===== src/scbpa_pkg.sv =====
// Package with the shared types, codes and reset tables of the pool allocator.
`default_nettype none

package scbpa_pkg;

    localparam int CFG_CLASSES = 4;
    localparam int CFG_ADDR_W  = 3;
    localparam int CFG_DATA_W  = 16;
    localparam int LIMIT_W     = 16;
    localparam int BLOCKS_W    = 5;

    localparam logic [CFG_ADDR_W-1:0] REG_LIMIT_BASE  = 3'd0;
    localparam logic [CFG_ADDR_W-1:0] REG_BLOCKS_BASE = 3'd4;

    localparam logic [LIMIT_W-1:0] LIMIT_RESET [CFG_CLASSES] =
        '{16'd256, 16'd1024, 16'd4096, 16'd8192};
    localparam logic [BLOCKS_W-1:0] BLOCKS_RESET [CFG_CLASSES] =
        '{5'd16, 5'd12, 5'd8, 5'd4};

    localparam logic OP_ALLOC = 1'b0;
    localparam logic OP_FREE  = 1'b1;

    localparam logic [2:0] STS_GRANTED      = 3'd0;
    localparam logic [2:0] STS_TOO_LARGE    = 3'd1;
    localparam logic [2:0] STS_POOL_FULL    = 3'd2;
    localparam logic [2:0] STS_FREED        = 3'd3;
    localparam logic [2:0] STS_FREE_IGNORED = 3'd4;
    localparam logic [2:0] STS_FREE_HEAP    = 3'd5;

    typedef struct packed {
        logic load;
        logic exec;
    } t_cmd;

    typedef struct packed {
        logic [2:0]  status;
        logic [1:0]  pool_sel;
        logic [3:0]  block_sel;
        logic [4:0]  busy_blocks;
        logic [4:0]  peak_blocks;
        logic [31:0] alloc_total;
        logic [31:0] fallback_total;
    } t_result;

    function automatic logic [LIMIT_W-1:0] limit_reset(input int p);
        logic [1:0] idx;
        idx = p[1:0];
        return (p < CFG_CLASSES) ? LIMIT_RESET[idx] : '0;
    endfunction

    function automatic logic [BLOCKS_W-1:0] blocks_reset(input int p);
        logic [1:0] idx;
        idx = p[1:0];
        return (p < CFG_CLASSES) ? BLOCKS_RESET[idx] : '0;
    endfunction

endpackage

`default_nettype wire


===== src/scbpa_in_if.sv =====
// Request channel interface of the pool allocator.
`default_nettype none

interface scbpa_in_if;
    logic        valid;
    logic        ready;
    logic        op;
    logic [31:0] req_size;
    logic [1:0]  free_pool;
    logic [3:0]  free_index;
    logic        is_pooled;

    modport source (
        output valid, op, req_size, free_pool, free_index, is_pooled,
        input  ready
    );
    modport sink (
        input  valid, op, req_size, free_pool, free_index, is_pooled,
        output ready
    );
endinterface

`default_nettype wire


===== src/scbpa_out_if.sv =====
// Result channel interface of the pool allocator.
`default_nettype none

interface scbpa_out_if;
    logic        valid;
    logic        ready;
    logic [2:0]  status;
    logic [1:0]  pool_sel;
    logic [3:0]  block_sel;
    logic [4:0]  busy_blocks;
    logic [4:0]  peak_blocks;
    logic [31:0] alloc_total;
    logic [31:0] fallback_total;

    modport source (
        output valid, status, pool_sel, block_sel, busy_blocks, peak_blocks,
               alloc_total, fallback_total,
        input  ready
    );
    modport sink (
        input  valid, status, pool_sel, block_sel, busy_blocks, peak_blocks,
               alloc_total, fallback_total,
        output ready
    );
endinterface

`default_nettype wire


===== src/scbpa_ctrl.sv =====
// Controller state machine that sequences load and update of each request.
`default_nettype none

module scbpa_ctrl (
    input  logic              i_clk,
    input  logic              i_rst_n,
    input  logic              i_in_valid,
    output logic              o_in_ready,
    output logic              o_out_valid,
    input  logic              i_out_ready,
    output scbpa_pkg::t_cmd   o_cmd
);
    import scbpa_pkg::*;

    localparam logic ST_IDLE = 1'b0;
    localparam logic ST_EXEC = 1'b1;

    logic r_state;
    logic n_state;
    logic r_out_valid;
    logic n_out_valid;
    t_cmd cmd;

    always_comb begin
        n_state     = r_state;
        n_out_valid = r_out_valid;
        cmd         = '0;
        if (r_out_valid && i_out_ready) begin
            n_out_valid = 1'b0;
        end
        unique case (r_state)
            ST_IDLE: begin
                if (i_in_valid) begin
                    cmd.load = 1'b1;
                    n_state  = ST_EXEC;
                end
            end
            ST_EXEC: begin
                if (!r_out_valid || i_out_ready) begin
                    cmd.exec    = 1'b1;
                    n_out_valid = 1'b1;
                    n_state     = ST_IDLE;
                end
            end
            default: begin
                n_state = ST_IDLE;
            end
        endcase
    end

    always_ff @(posedge i_clk) begin
        if (!i_rst_n) begin
            r_state     <= ST_IDLE;
            r_out_valid <= 1'b0;
        end else begin
            r_state     <= n_state;
            r_out_valid <= n_out_valid;
        end
    end

    assign o_in_ready  = (r_state == ST_IDLE);
    assign o_out_valid = r_out_valid;
    assign o_cmd       = cmd;

endmodule

`default_nettype wire


===== src/scbpa_dp.sv =====
// Datapath with the pool registers, bitmaps, counters and lowest-free-block encoder.
`default_nettype none

module scbpa_dp #(
    parameter int POOL_CLASSES = 4,
    parameter int MAX_BLOCKS   = 16,
    parameter int COUNT_WIDTH  = 32
) (
    input  logic                                i_clk,
    input  logic                                i_rst_n,
    input  scbpa_pkg::t_cmd                     i_cmd,
    input  logic                                i_op,
    input  logic [31:0]                         i_req_size,
    input  logic [1:0]                          i_free_pool,
    input  logic [3:0]                          i_free_index,
    input  logic                                i_is_pooled,
    input  logic                                i_cfg_we,
    input  logic [scbpa_pkg::CFG_ADDR_W-1:0]    i_cfg_addr,
    input  logic [scbpa_pkg::CFG_DATA_W-1:0]    i_cfg_data,
    output scbpa_pkg::t_result                  o_result
);
    import scbpa_pkg::*;

    localparam int PW = (POOL_CLASSES > 1) ? $clog2(POOL_CLASSES) : 1;
    localparam int IW = (MAX_BLOCKS > 1) ? $clog2(MAX_BLOCKS) : 1;
    localparam int UW = $clog2(MAX_BLOCKS + 1);

    logic [LIMIT_W-1:0]     r_limit  [POOL_CLASSES];
    logic [BLOCKS_W-1:0]    r_blocks [POOL_CLASSES];
    logic [MAX_BLOCKS-1:0]  r_map    [POOL_CLASSES];
    logic [UW-1:0]          r_used   [POOL_CLASSES];
    logic [UW-1:0]          r_peak   [POOL_CLASSES];
    logic [COUNT_WIDTH-1:0] r_req    [POOL_CLASSES];
    logic [COUNT_WIDTH-1:0] r_ovf    [POOL_CLASSES];

    logic          r_op;
    logic          r_heap;
    logic [PW-1:0] r_pool;
    logic [3:0]    r_fidx;
    t_result       r_res;

    logic          sel_found;
    logic [PW-1:0] sel_pool;
    logic          free_ok;

    logic [MAX_BLOCKS-1:0]  cur_map;
    logic [BLOCKS_W-1:0]    cur_blocks;
    logic [UW-1:0]          cur_used;
    logic [UW-1:0]          cur_peak;
    logic [COUNT_WIDTH-1:0] cur_req;
    logic [COUNT_WIDTH-1:0] cur_ovf;
    logic [MAX_BLOCKS-1:0]  avail;
    logic [MAX_BLOCKS-1:0]  lowest;
    logic [MAX_BLOCKS-1:0]  fsel;
    logic [IW-1:0]          grant_idx;
    logic                   busy;

    logic [MAX_BLOCKS-1:0]  n_map;
    logic [UW-1:0]          n_used;
    logic [UW-1:0]          n_peak;
    logic [COUNT_WIDTH-1:0] n_req;
    logic [COUNT_WIDTH-1:0] n_ovf;
    t_result                n_res;

    // Pool choice at load time: the lowest pool whose limit covers the size.
    always_comb begin
        sel_found = 1'b0;
        sel_pool  = '0;
        for (int p = POOL_CLASSES - 1; p >= 0; p--) begin
            if ({16'd0, r_limit[p]} >= i_req_size) begin
                sel_found = 1'b1;
                sel_pool  = PW'(p);
            end
        end
        free_ok = i_is_pooled && (32'(i_free_pool) < POOL_CLASSES);
    end

    always_comb begin
        cur_map    = r_map[r_pool];
        cur_blocks = r_blocks[r_pool];
        cur_used   = r_used[r_pool];
        cur_peak   = r_peak[r_pool];
        cur_req    = r_req[r_pool];
        cur_ovf    = r_ovf[r_pool];

        for (int i = 0; i < MAX_BLOCKS; i++) begin
            avail[i] = !cur_map[i] && (32'(i) < 32'(cur_blocks));
            fsel[i]  = (32'(r_fidx) == 32'(i));
        end
        lowest    = avail & (~avail + MAX_BLOCKS'(1));
        grant_idx = '0;
        for (int i = 0; i < MAX_BLOCKS; i++) begin
            if (lowest[i]) begin
                grant_idx = grant_idx | IW'(i);
            end
        end
        busy = |(cur_map & fsel);

        n_map  = cur_map;
        n_used = cur_used;
        n_peak = cur_peak;
        n_req  = cur_req;
        n_ovf  = cur_ovf;
        n_res  = '0;

        if (r_heap) begin
            n_res.status = (r_op == OP_ALLOC) ? STS_TOO_LARGE : STS_FREE_HEAP;
        end else begin
            if (r_op == OP_ALLOC) begin
                n_req = cur_req + COUNT_WIDTH'(1);
                if (|avail) begin
                    n_map           = cur_map | lowest;
                    n_used          = cur_used + UW'(1);
                    n_peak          = (n_used > cur_peak) ? n_used : cur_peak;
                    n_res.status    = STS_GRANTED;
                    n_res.block_sel = 4'(grant_idx);
                end else begin
                    n_ovf        = cur_ovf + COUNT_WIDTH'(1);
                    n_res.status = STS_POOL_FULL;
                end
            end else begin
                n_res.block_sel = r_fidx;
                if (busy) begin
                    n_map        = cur_map & ~fsel;
                    n_used       = (cur_used == '0) ? '0 : cur_used - UW'(1);
                    n_res.status = STS_FREED;
                end else begin
                    n_res.status = STS_FREE_IGNORED;
                end
            end
            n_res.pool_sel       = 2'(r_pool);
            n_res.busy_blocks    = 5'(n_used);
            n_res.peak_blocks    = 5'(n_peak);
            n_res.alloc_total    = 32'(n_req);
            n_res.fallback_total = 32'(n_ovf);
        end
    end

    always_ff @(posedge i_clk) begin
        if (!i_rst_n) begin
            for (int p = 0; p < POOL_CLASSES; p++) begin
                r_limit[p]  <= limit_reset(p);
                r_blocks[p] <= blocks_reset(p);
                r_map[p]    <= '0;
                r_used[p]   <= '0;
                r_peak[p]   <= '0;
                r_req[p]    <= '0;
                r_ovf[p]    <= '0;
            end
        end else begin
            if (i_cfg_we) begin
                for (int p = 0; p < POOL_CLASSES; p++) begin
                    if (p < CFG_CLASSES) begin
                        if (i_cfg_addr == REG_LIMIT_BASE + CFG_ADDR_W'(p)) begin
                            r_limit[p] <= i_cfg_data;
                        end
                        if (i_cfg_addr == REG_BLOCKS_BASE + CFG_ADDR_W'(p)) begin
                            r_blocks[p] <= i_cfg_data[BLOCKS_W-1:0];
                        end
                    end
                end
            end
            if (i_cmd.exec && !r_heap) begin
                r_map[r_pool]  <= n_map;
                r_used[r_pool] <= n_used;
                r_peak[r_pool] <= n_peak;
                r_req[r_pool]  <= n_req;
                r_ovf[r_pool]  <= n_ovf;
            end
        end
    end

    always_ff @(posedge i_clk) begin
        if (i_cmd.load) begin
            r_op   <= i_op;
            r_fidx <= i_free_index;
            if (i_op == OP_ALLOC) begin
                r_pool <= sel_pool;
                r_heap <= !sel_found;
            end else begin
                r_pool <= free_ok ? PW'(i_free_pool) : '0;
                r_heap <= !free_ok;
            end
        end
        if (i_cmd.exec) begin
            r_res <= n_res;
        end
    end

    assign o_result = r_res;

endmodule

`default_nettype wire


===== src/size_class_block_pool_allocator.sv =====
// Top level of the size-class block pool allocator.
//
//   channel   direction  signals                 transfer when
//   i_in      in         valid ready + request   valid && ready
//   o_out     out        valid ready + result    valid && ready
//   i_cfg     in         we addr data            we high
//
// Each request has a load step, which registers it and picks the pool by
// comparing the size limits, and an update step for the read-modify-write of
// that pool's bitmap and counters through the lowest-free-block encoder.
// The result sits in an output register; the update step waits while it is
// still held by the sink, and the next request is taken right after.
// Synchronous reset clears pool bitmaps and counters and reloads limits.
`default_nettype none

module size_class_block_pool_allocator #(
    parameter int POOL_CLASSES = 4,
    parameter int MAX_BLOCKS   = 16,
    parameter int COUNT_WIDTH  = 32
) (
    input  logic                              i_clk,
    input  logic                              i_rst_n,
    scbpa_in_if.sink                          i_in,
    scbpa_out_if.source                       o_out,
    input  logic                              i_cfg_we,
    input  logic [scbpa_pkg::CFG_ADDR_W-1:0]  i_cfg_addr,
    input  logic [scbpa_pkg::CFG_DATA_W-1:0]  i_cfg_data
);
    import scbpa_pkg::*;

    t_cmd    cmd;
    t_result res;
    logic    in_ready;
    logic    out_valid;

    scbpa_ctrl u_ctrl (
        .i_clk       (i_clk),
        .i_rst_n     (i_rst_n),
        .i_in_valid  (i_in.valid),
        .o_in_ready  (in_ready),
        .o_out_valid (out_valid),
        .i_out_ready (o_out.ready),
        .o_cmd       (cmd)
    );

    scbpa_dp #(
        .POOL_CLASSES (POOL_CLASSES),
        .MAX_BLOCKS   (MAX_BLOCKS),
        .COUNT_WIDTH  (COUNT_WIDTH)
    ) u_dp (
        .i_clk        (i_clk),
        .i_rst_n      (i_rst_n),
        .i_cmd        (cmd),
        .i_op         (i_in.op),
        .i_req_size   (i_in.req_size),
        .i_free_pool  (i_in.free_pool),
        .i_free_index (i_in.free_index),
        .i_is_pooled  (i_in.is_pooled),
        .i_cfg_we     (i_cfg_we),
        .i_cfg_addr   (i_cfg_addr),
        .i_cfg_data   (i_cfg_data),
        .o_result     (res)
    );

    assign i_in.ready           = in_ready;
    assign o_out.valid          = out_valid;
    assign o_out.status         = res.status;
    assign o_out.pool_sel       = res.pool_sel;
    assign o_out.block_sel      = res.block_sel;
    assign o_out.busy_blocks    = res.busy_blocks;
    assign o_out.peak_blocks    = res.peak_blocks;
    assign o_out.alloc_total    = res.alloc_total;
    assign o_out.fallback_total = res.fallback_total;

endmodule

`default_nettype wire


===== src/flat_wrapper.sv =====
// flat-port wrapper written by rule: the top's interface ports become plain ports
module size_class_block_pool_allocator_flat import scbpa_pkg::*;
#(
    parameter int POOL_CLASSES = 4,
    parameter int MAX_BLOCKS   = 16,
    parameter int COUNT_WIDTH  = 32
)
  (i_clk, i_rst_n, i_cfg_we, i_cfg_addr, i_cfg_data, i_in_valid, i_in_op, i_in_req_size, i_in_free_pool, i_in_free_index, i_in_is_pooled, i_in_ready, o_out_valid, o_out_status, o_out_pool_sel, o_out_block_sel, o_out_busy_blocks, o_out_peak_blocks, o_out_alloc_total, o_out_fallback_total, o_out_ready);
  scbpa_in_if i_in_i ();
  scbpa_out_if o_out_i ();
  input  logic i_clk;
  input  logic i_rst_n;
  input  logic i_cfg_we;
  input  logic [scbpa_pkg::CFG_ADDR_W-1:0] i_cfg_addr;
  input  logic [scbpa_pkg::CFG_DATA_W-1:0] i_cfg_data;
  input wire logic [$bits(i_in_i.valid)-1:0] i_in_valid;
  input wire logic [$bits(i_in_i.op)-1:0] i_in_op;
  input wire logic [$bits(i_in_i.req_size)-1:0] i_in_req_size;
  input wire logic [$bits(i_in_i.free_pool)-1:0] i_in_free_pool;
  input wire logic [$bits(i_in_i.free_index)-1:0] i_in_free_index;
  input wire logic [$bits(i_in_i.is_pooled)-1:0] i_in_is_pooled;
  output wire logic [$bits(i_in_i.ready)-1:0] i_in_ready;
  output wire logic [$bits(o_out_i.valid)-1:0] o_out_valid;
  output wire logic [$bits(o_out_i.status)-1:0] o_out_status;
  output wire logic [$bits(o_out_i.pool_sel)-1:0] o_out_pool_sel;
  output wire logic [$bits(o_out_i.block_sel)-1:0] o_out_block_sel;
  output wire logic [$bits(o_out_i.busy_blocks)-1:0] o_out_busy_blocks;
  output wire logic [$bits(o_out_i.peak_blocks)-1:0] o_out_peak_blocks;
  output wire logic [$bits(o_out_i.alloc_total)-1:0] o_out_alloc_total;
  output wire logic [$bits(o_out_i.fallback_total)-1:0] o_out_fallback_total;
  input wire logic [$bits(o_out_i.ready)-1:0] o_out_ready;
  assign i_in_i.valid = i_in_valid;
  assign i_in_i.op = i_in_op;
  assign i_in_i.req_size = i_in_req_size;
  assign i_in_i.free_pool = i_in_free_pool;
  assign i_in_i.free_index = i_in_free_index;
  assign i_in_i.is_pooled = i_in_is_pooled;
  assign i_in_ready = i_in_i.ready;
  assign o_out_valid = o_out_i.valid;
  assign o_out_status = o_out_i.status;
  assign o_out_pool_sel = o_out_i.pool_sel;
  assign o_out_block_sel = o_out_i.block_sel;
  assign o_out_busy_blocks = o_out_i.busy_blocks;
  assign o_out_peak_blocks = o_out_i.peak_blocks;
  assign o_out_alloc_total = o_out_i.alloc_total;
  assign o_out_fallback_total = o_out_i.fallback_total;
  assign o_out_i.ready = o_out_ready;
  size_class_block_pool_allocator #(.POOL_CLASSES(POOL_CLASSES), .MAX_BLOCKS(MAX_BLOCKS), .COUNT_WIDTH(COUNT_WIDTH)) u_core (.i_clk(i_clk), .i_rst_n(i_rst_n), .i_in(i_in_i), .o_out(o_out_i), .i_cfg_we(i_cfg_we), .i_cfg_addr(i_cfg_addr), .i_cfg_data(i_cfg_data));
endmodule

===== config.mk =====
export PLATFORM = sky130hd
export DESIGN_NAME = size_class_block_pool_allocator_flat
export DESIGN_NICKNAME = d
export VERILOG_FILES = /design/src/scbpa_pkg.sv /design/src/scbpa_in_if.sv /design/src/scbpa_out_if.sv /design/src/scbpa_ctrl.sv /design/src/scbpa_dp.sv /design/src/size_class_block_pool_allocator.sv /design/src/flat_wrapper.sv
export SDC_FILE = /design/constraint.sdc
export NUM_CORES = 1
export LEC_CHECK = 0
export ABC_AREA = 0
export BUFFER_PORTS_ARGS = -buffer_cell sky130_fd_sc_hd__buf_2
export CORE_MARGIN = 2
export CORE_UTILIZATION = 34
export CTS_BUF_LIST = sky130_fd_sc_hd__clkbuf_2
export DETAILED_ROUTE_END_ITERATION = 8
export GPL_ROUTABILITY_DRIVEN = 0
export GPL_TIMING_DRIVEN = 0
export PLACE_DENSITY = 0.52
export RECOVER_POWER = 100
export SETUP_SLACK_MARGIN = 0.05
export SLEW_MARGIN = 20
export SYNTH_ARGS = -nofsm -noshare
export SYNTH_HDL_FRONTEND = slang
export SYNTH_SLANG_ARGS = --single-unit

===== constraint.sdc =====
create_clock -name i_clk -period 10.1 [get_ports i_clk]
set_input_delay 2.02 -clock i_clk [delete_from_list [all_inputs] [get_ports i_clk]]
set_output_delay 2.02 -clock i_clk [all_outputs]
set_load 0.03 [all_outputs]

==> metrics.txt <==
status finished with violations; failing checks capacitance limit, slew limit; Clk pwr share 0.307; Starting Density 0.344; Setup crit start kind input pin; final setup violation count 0; CP Data Required Time 11.05 ns; critical path class input pin to register; P per Cell Area ~170 nW/µm²; Setup Fix Bufs, Post-CTS 0; sequential area share after synthesis 0.616; Root Buffer Master clkbuf_2; Finished Layout Cells around 3400; Detailed Route WL about 77000 µm; post-synth cell types 78; # DRC 0; Sw Share 0.303; Area Growth Syn to Fin 12.3%; DR iter-0 viols 1639; Logic pwr share 0.160; critical hold path startpoint u_core.u_ctrl.o_out_valid; post-synthesis adder-cell area fraction 0.0353; cell taking the most area after synthesis edfxtp_1; post-DR wirelength/cell between 20 and 25 µm; number of synthesized register bits 539; Post-Syn Area per Cell ~13 µm²; vias in the first global route ~18000; Yosys top cell area share 0.613; mux contribution to synthesized area 0.0882; worst reg2reg setup slack around 2.8 ns; final setup margin between 2 and 3 ns; final setup TNS 0 ns; IO Pins 149; floorplan core area 76200 µm²; main combinational cell family by area after synthesis simple AND/OR/NAND/NOR gates; share of power burned in registers 0.533; # nets final approximately 2500; Die Ht about 280 µm; cell count after synthesis between 2000 and 2500; GRT Overall Usage 0.195; endpoints failing hold 0; Reg clk slew, reported paths roughly 0.1 ns; CP Capture Type register; Buffers on Ports ~150; worst-margin pin slew roughly 2.9 ns; hold path depth 2; Rel. slew slack -0.918; most frequent cells in the layout 535 x edfxtp_1, 454 x nor2_1, 208 x clkbuf_2, 184 x clkbuf_1, 95 x mux4_2; clk_lat worst skew 1.32 ns; Post-Synth Simple-Gate Area 0.158; share of synthesized flip-flops with an asynchronous set or reset 0; Sw Pwr between 1000 and 1500 µW; max-slew violations between 100 and 150; CTS buffer count 148; syn nets about 2200; Fin Clk Skew 0.0890 ns; hold-fix buffers at CTS 0; Vias/cell 5.20; placed instance area ~29000 µm²; initial antenna violation count 1; most common cell after layout, fill and taps aside edfxtp_1; CTS tree built; Placed Cells 3203; deepest clock path buffer count 3; xor and xnor area share after synthesis 0.0367; fmax 0.136 GHz; Worst Hold End u_core.u_ctrl.o_out_valid; Peak VDD IR 0.0782 mV; crit path DAT approximately 8.3 ns; mapped cell area 26200 µm²; H-tree levels 4; clk sinks roughly 540; Max Cap Viol 5; drt pass-1 iters 6; Post-synth EDFFs about 540; post-route cell area ~30000 µm²; final core utilization 0.387; die area ~79000 µm²; Tmin final between 7 and 8 ns; Detail Route Antenna Nets 0; row count between 100 and 150; RSZ-0062 raised after global routing no; Power Internal 3410 µW; Compound-Gate Fraction of Synth Area 0.0412; Tcrit/Tclk final 0.730; total gr overflow 0; largest net degree at the start of global routing 45; post-CTS sizing 0; worst hold path class register to register; Area contributors post-synth edfxtp_1 61%, mux4_2 8.2%, nor2_1 6.5%; r2r worst-path depth 18; Synth warnings 0; dpl hpwl 52600 µm; share of cells above drive strength 1 0.168; RR Endpoint u_core.u_dp.r_peak[1][1]; setup slack at placement about 3.6 ns; DR vias between 15000 and 20000; Max FO, Critical Path 44; Die X 282 µm; first-pass GRT wire length ~110000 µm; LEAKAGE around 0.010 µW; predominant post-synthesis flop cell edfxtp_1
cell type report:
type	count	area, µm²
diodes	2	5.00
plain buffers	104	432
clock buffers	208	1040
clock inverters	35	189
fillers	7397	46700
inverters	52	195
multi-input cells	1318	9320
flip-flops and latches	539	16100
well taps	1030	1290
repair buffers	160	836
kinds of logic after synthesis:
family | after synthesis
compound gates | 159
xor+xnor | 110
fa+ha+maj | 74
buf+inv | 156
flops | 539
mux | 112
simple gates | 863
cells in the mapped netlist (4+ instances only):
cell type and count:
buf_4 10, xor2_1 22, clkbuf_1 75, o21a_1 4, nor3b_1 6, a21oi_1 37
nand3_1 37, a21o_1 20, xnor2_1 88, nor4_1 12, nor4_2 7, nor2_1 454
edfxtp_1 535, ha_1 74, inv_1 51, a31oi_1 11, o22ai_1 7, nand2_1 72
buf_2 12, mux4_2 95, dfxtp_1 4, o21ai_0 26, nor2b_1 23, buf_1 4
or2_2 5, mux2i_1 15, o31ai_1 7, nor3_1 53, nand3b_1 5, and3_1 11
nand2b_1 16, and2_1 97, or3_1 19, nand4_1 18
state kept, by name (all words and copies together), names as in the netlist, named ones only:
register                   cells
u_core.u_ctrl.o_out_valid      1
u_core.u_dp.r_peak            20
u_core.u_dp.r_limit           64
u_core.u_dp.r_req            128
u_core.u_dp.o_result          83
u_core.u_dp.r_ovf            128
u_core.u_ctrl.r_state          1
u_core.u_dp.r_blocks          20
u_core.u_dp.r_used            20
u_core.u_dp.r_heap             1
u_core.u_dp.r_op               1
u_core.u_dp.r_map             64
u_core.u_dp.r_pool             2
u_core.u_dp.r_fidx             4
metal layers:
metal / global-route usage / part of all wire
met5: 0 / 0
met1: 0.258 / 0.43
met4: 0.0724 / 0.027
met2: 0.311 / 0.46
met3: 0.0492 / 0.078
how the worst max path moves through the flow:
| stage | startpoint | end | slack [ns] | depth (start not counted) |
|---|---|---|---|---|
| 4_1_cts | register | u_core.u_dp.r_peak[1][1] | 3.91 | 17 |
| 2_1_floorplan | o_out_ready | u_core.u_dp.r_map[2][0] | 1.45 | 9 |
| 5_1_grt | register | u_core.u_dp.r_peak[0][2] | 2.19 | 18 |
| 6_report | o_out_ready | u_core.u_dp.r_ovf[0][7] | 2.73 | 13 |
| 3_3_place_gp | o_out_ready | u_core.u_dp.r_req[2][20] | -3.83 | 10 |
| 3_5_place_dp | o_out_ready | u_core.u_dp.r_ovf[0][12] | 3.56 | 13 |
power groups by stage:
stage	registers (µW)	clock network, µW	logic, µW
after detailed placement	2660	0	797
after global placement	2680	0	770
final	2610	1500	783
after CTS	2610	1560	801
after global routing	2620	1660	851
after floorplan	2710	0	481
per-stage QoR:
| stage | power, µW | hold slack [ns] |
|---|---|---|
| final | 4900 | 0.524 |
| after global routing | 5140 | 0.566 |
| after CTS | 4970 | 0.531 |
| after detailed placement | 3460 | 0.501 |
| after global placement | 3450 | 0.490 |
| after floorplan | 3190 | 0.499 |
critical path, stage by stage:
cell	delay (ns)
buf_2	0.07
nand2b_1	0.10
and2_1	0.12
clkbuf_1	1.98
buf_16	0.30
nand3_1	0.21
or3_1	0.36
clkbuf_1	0.19
clkbuf_1	0.36
clkbuf_1	0.43
nand2_1	1.47
buf_12	0.35
buf_12	0.27
(Power assumes the default switching activity.)
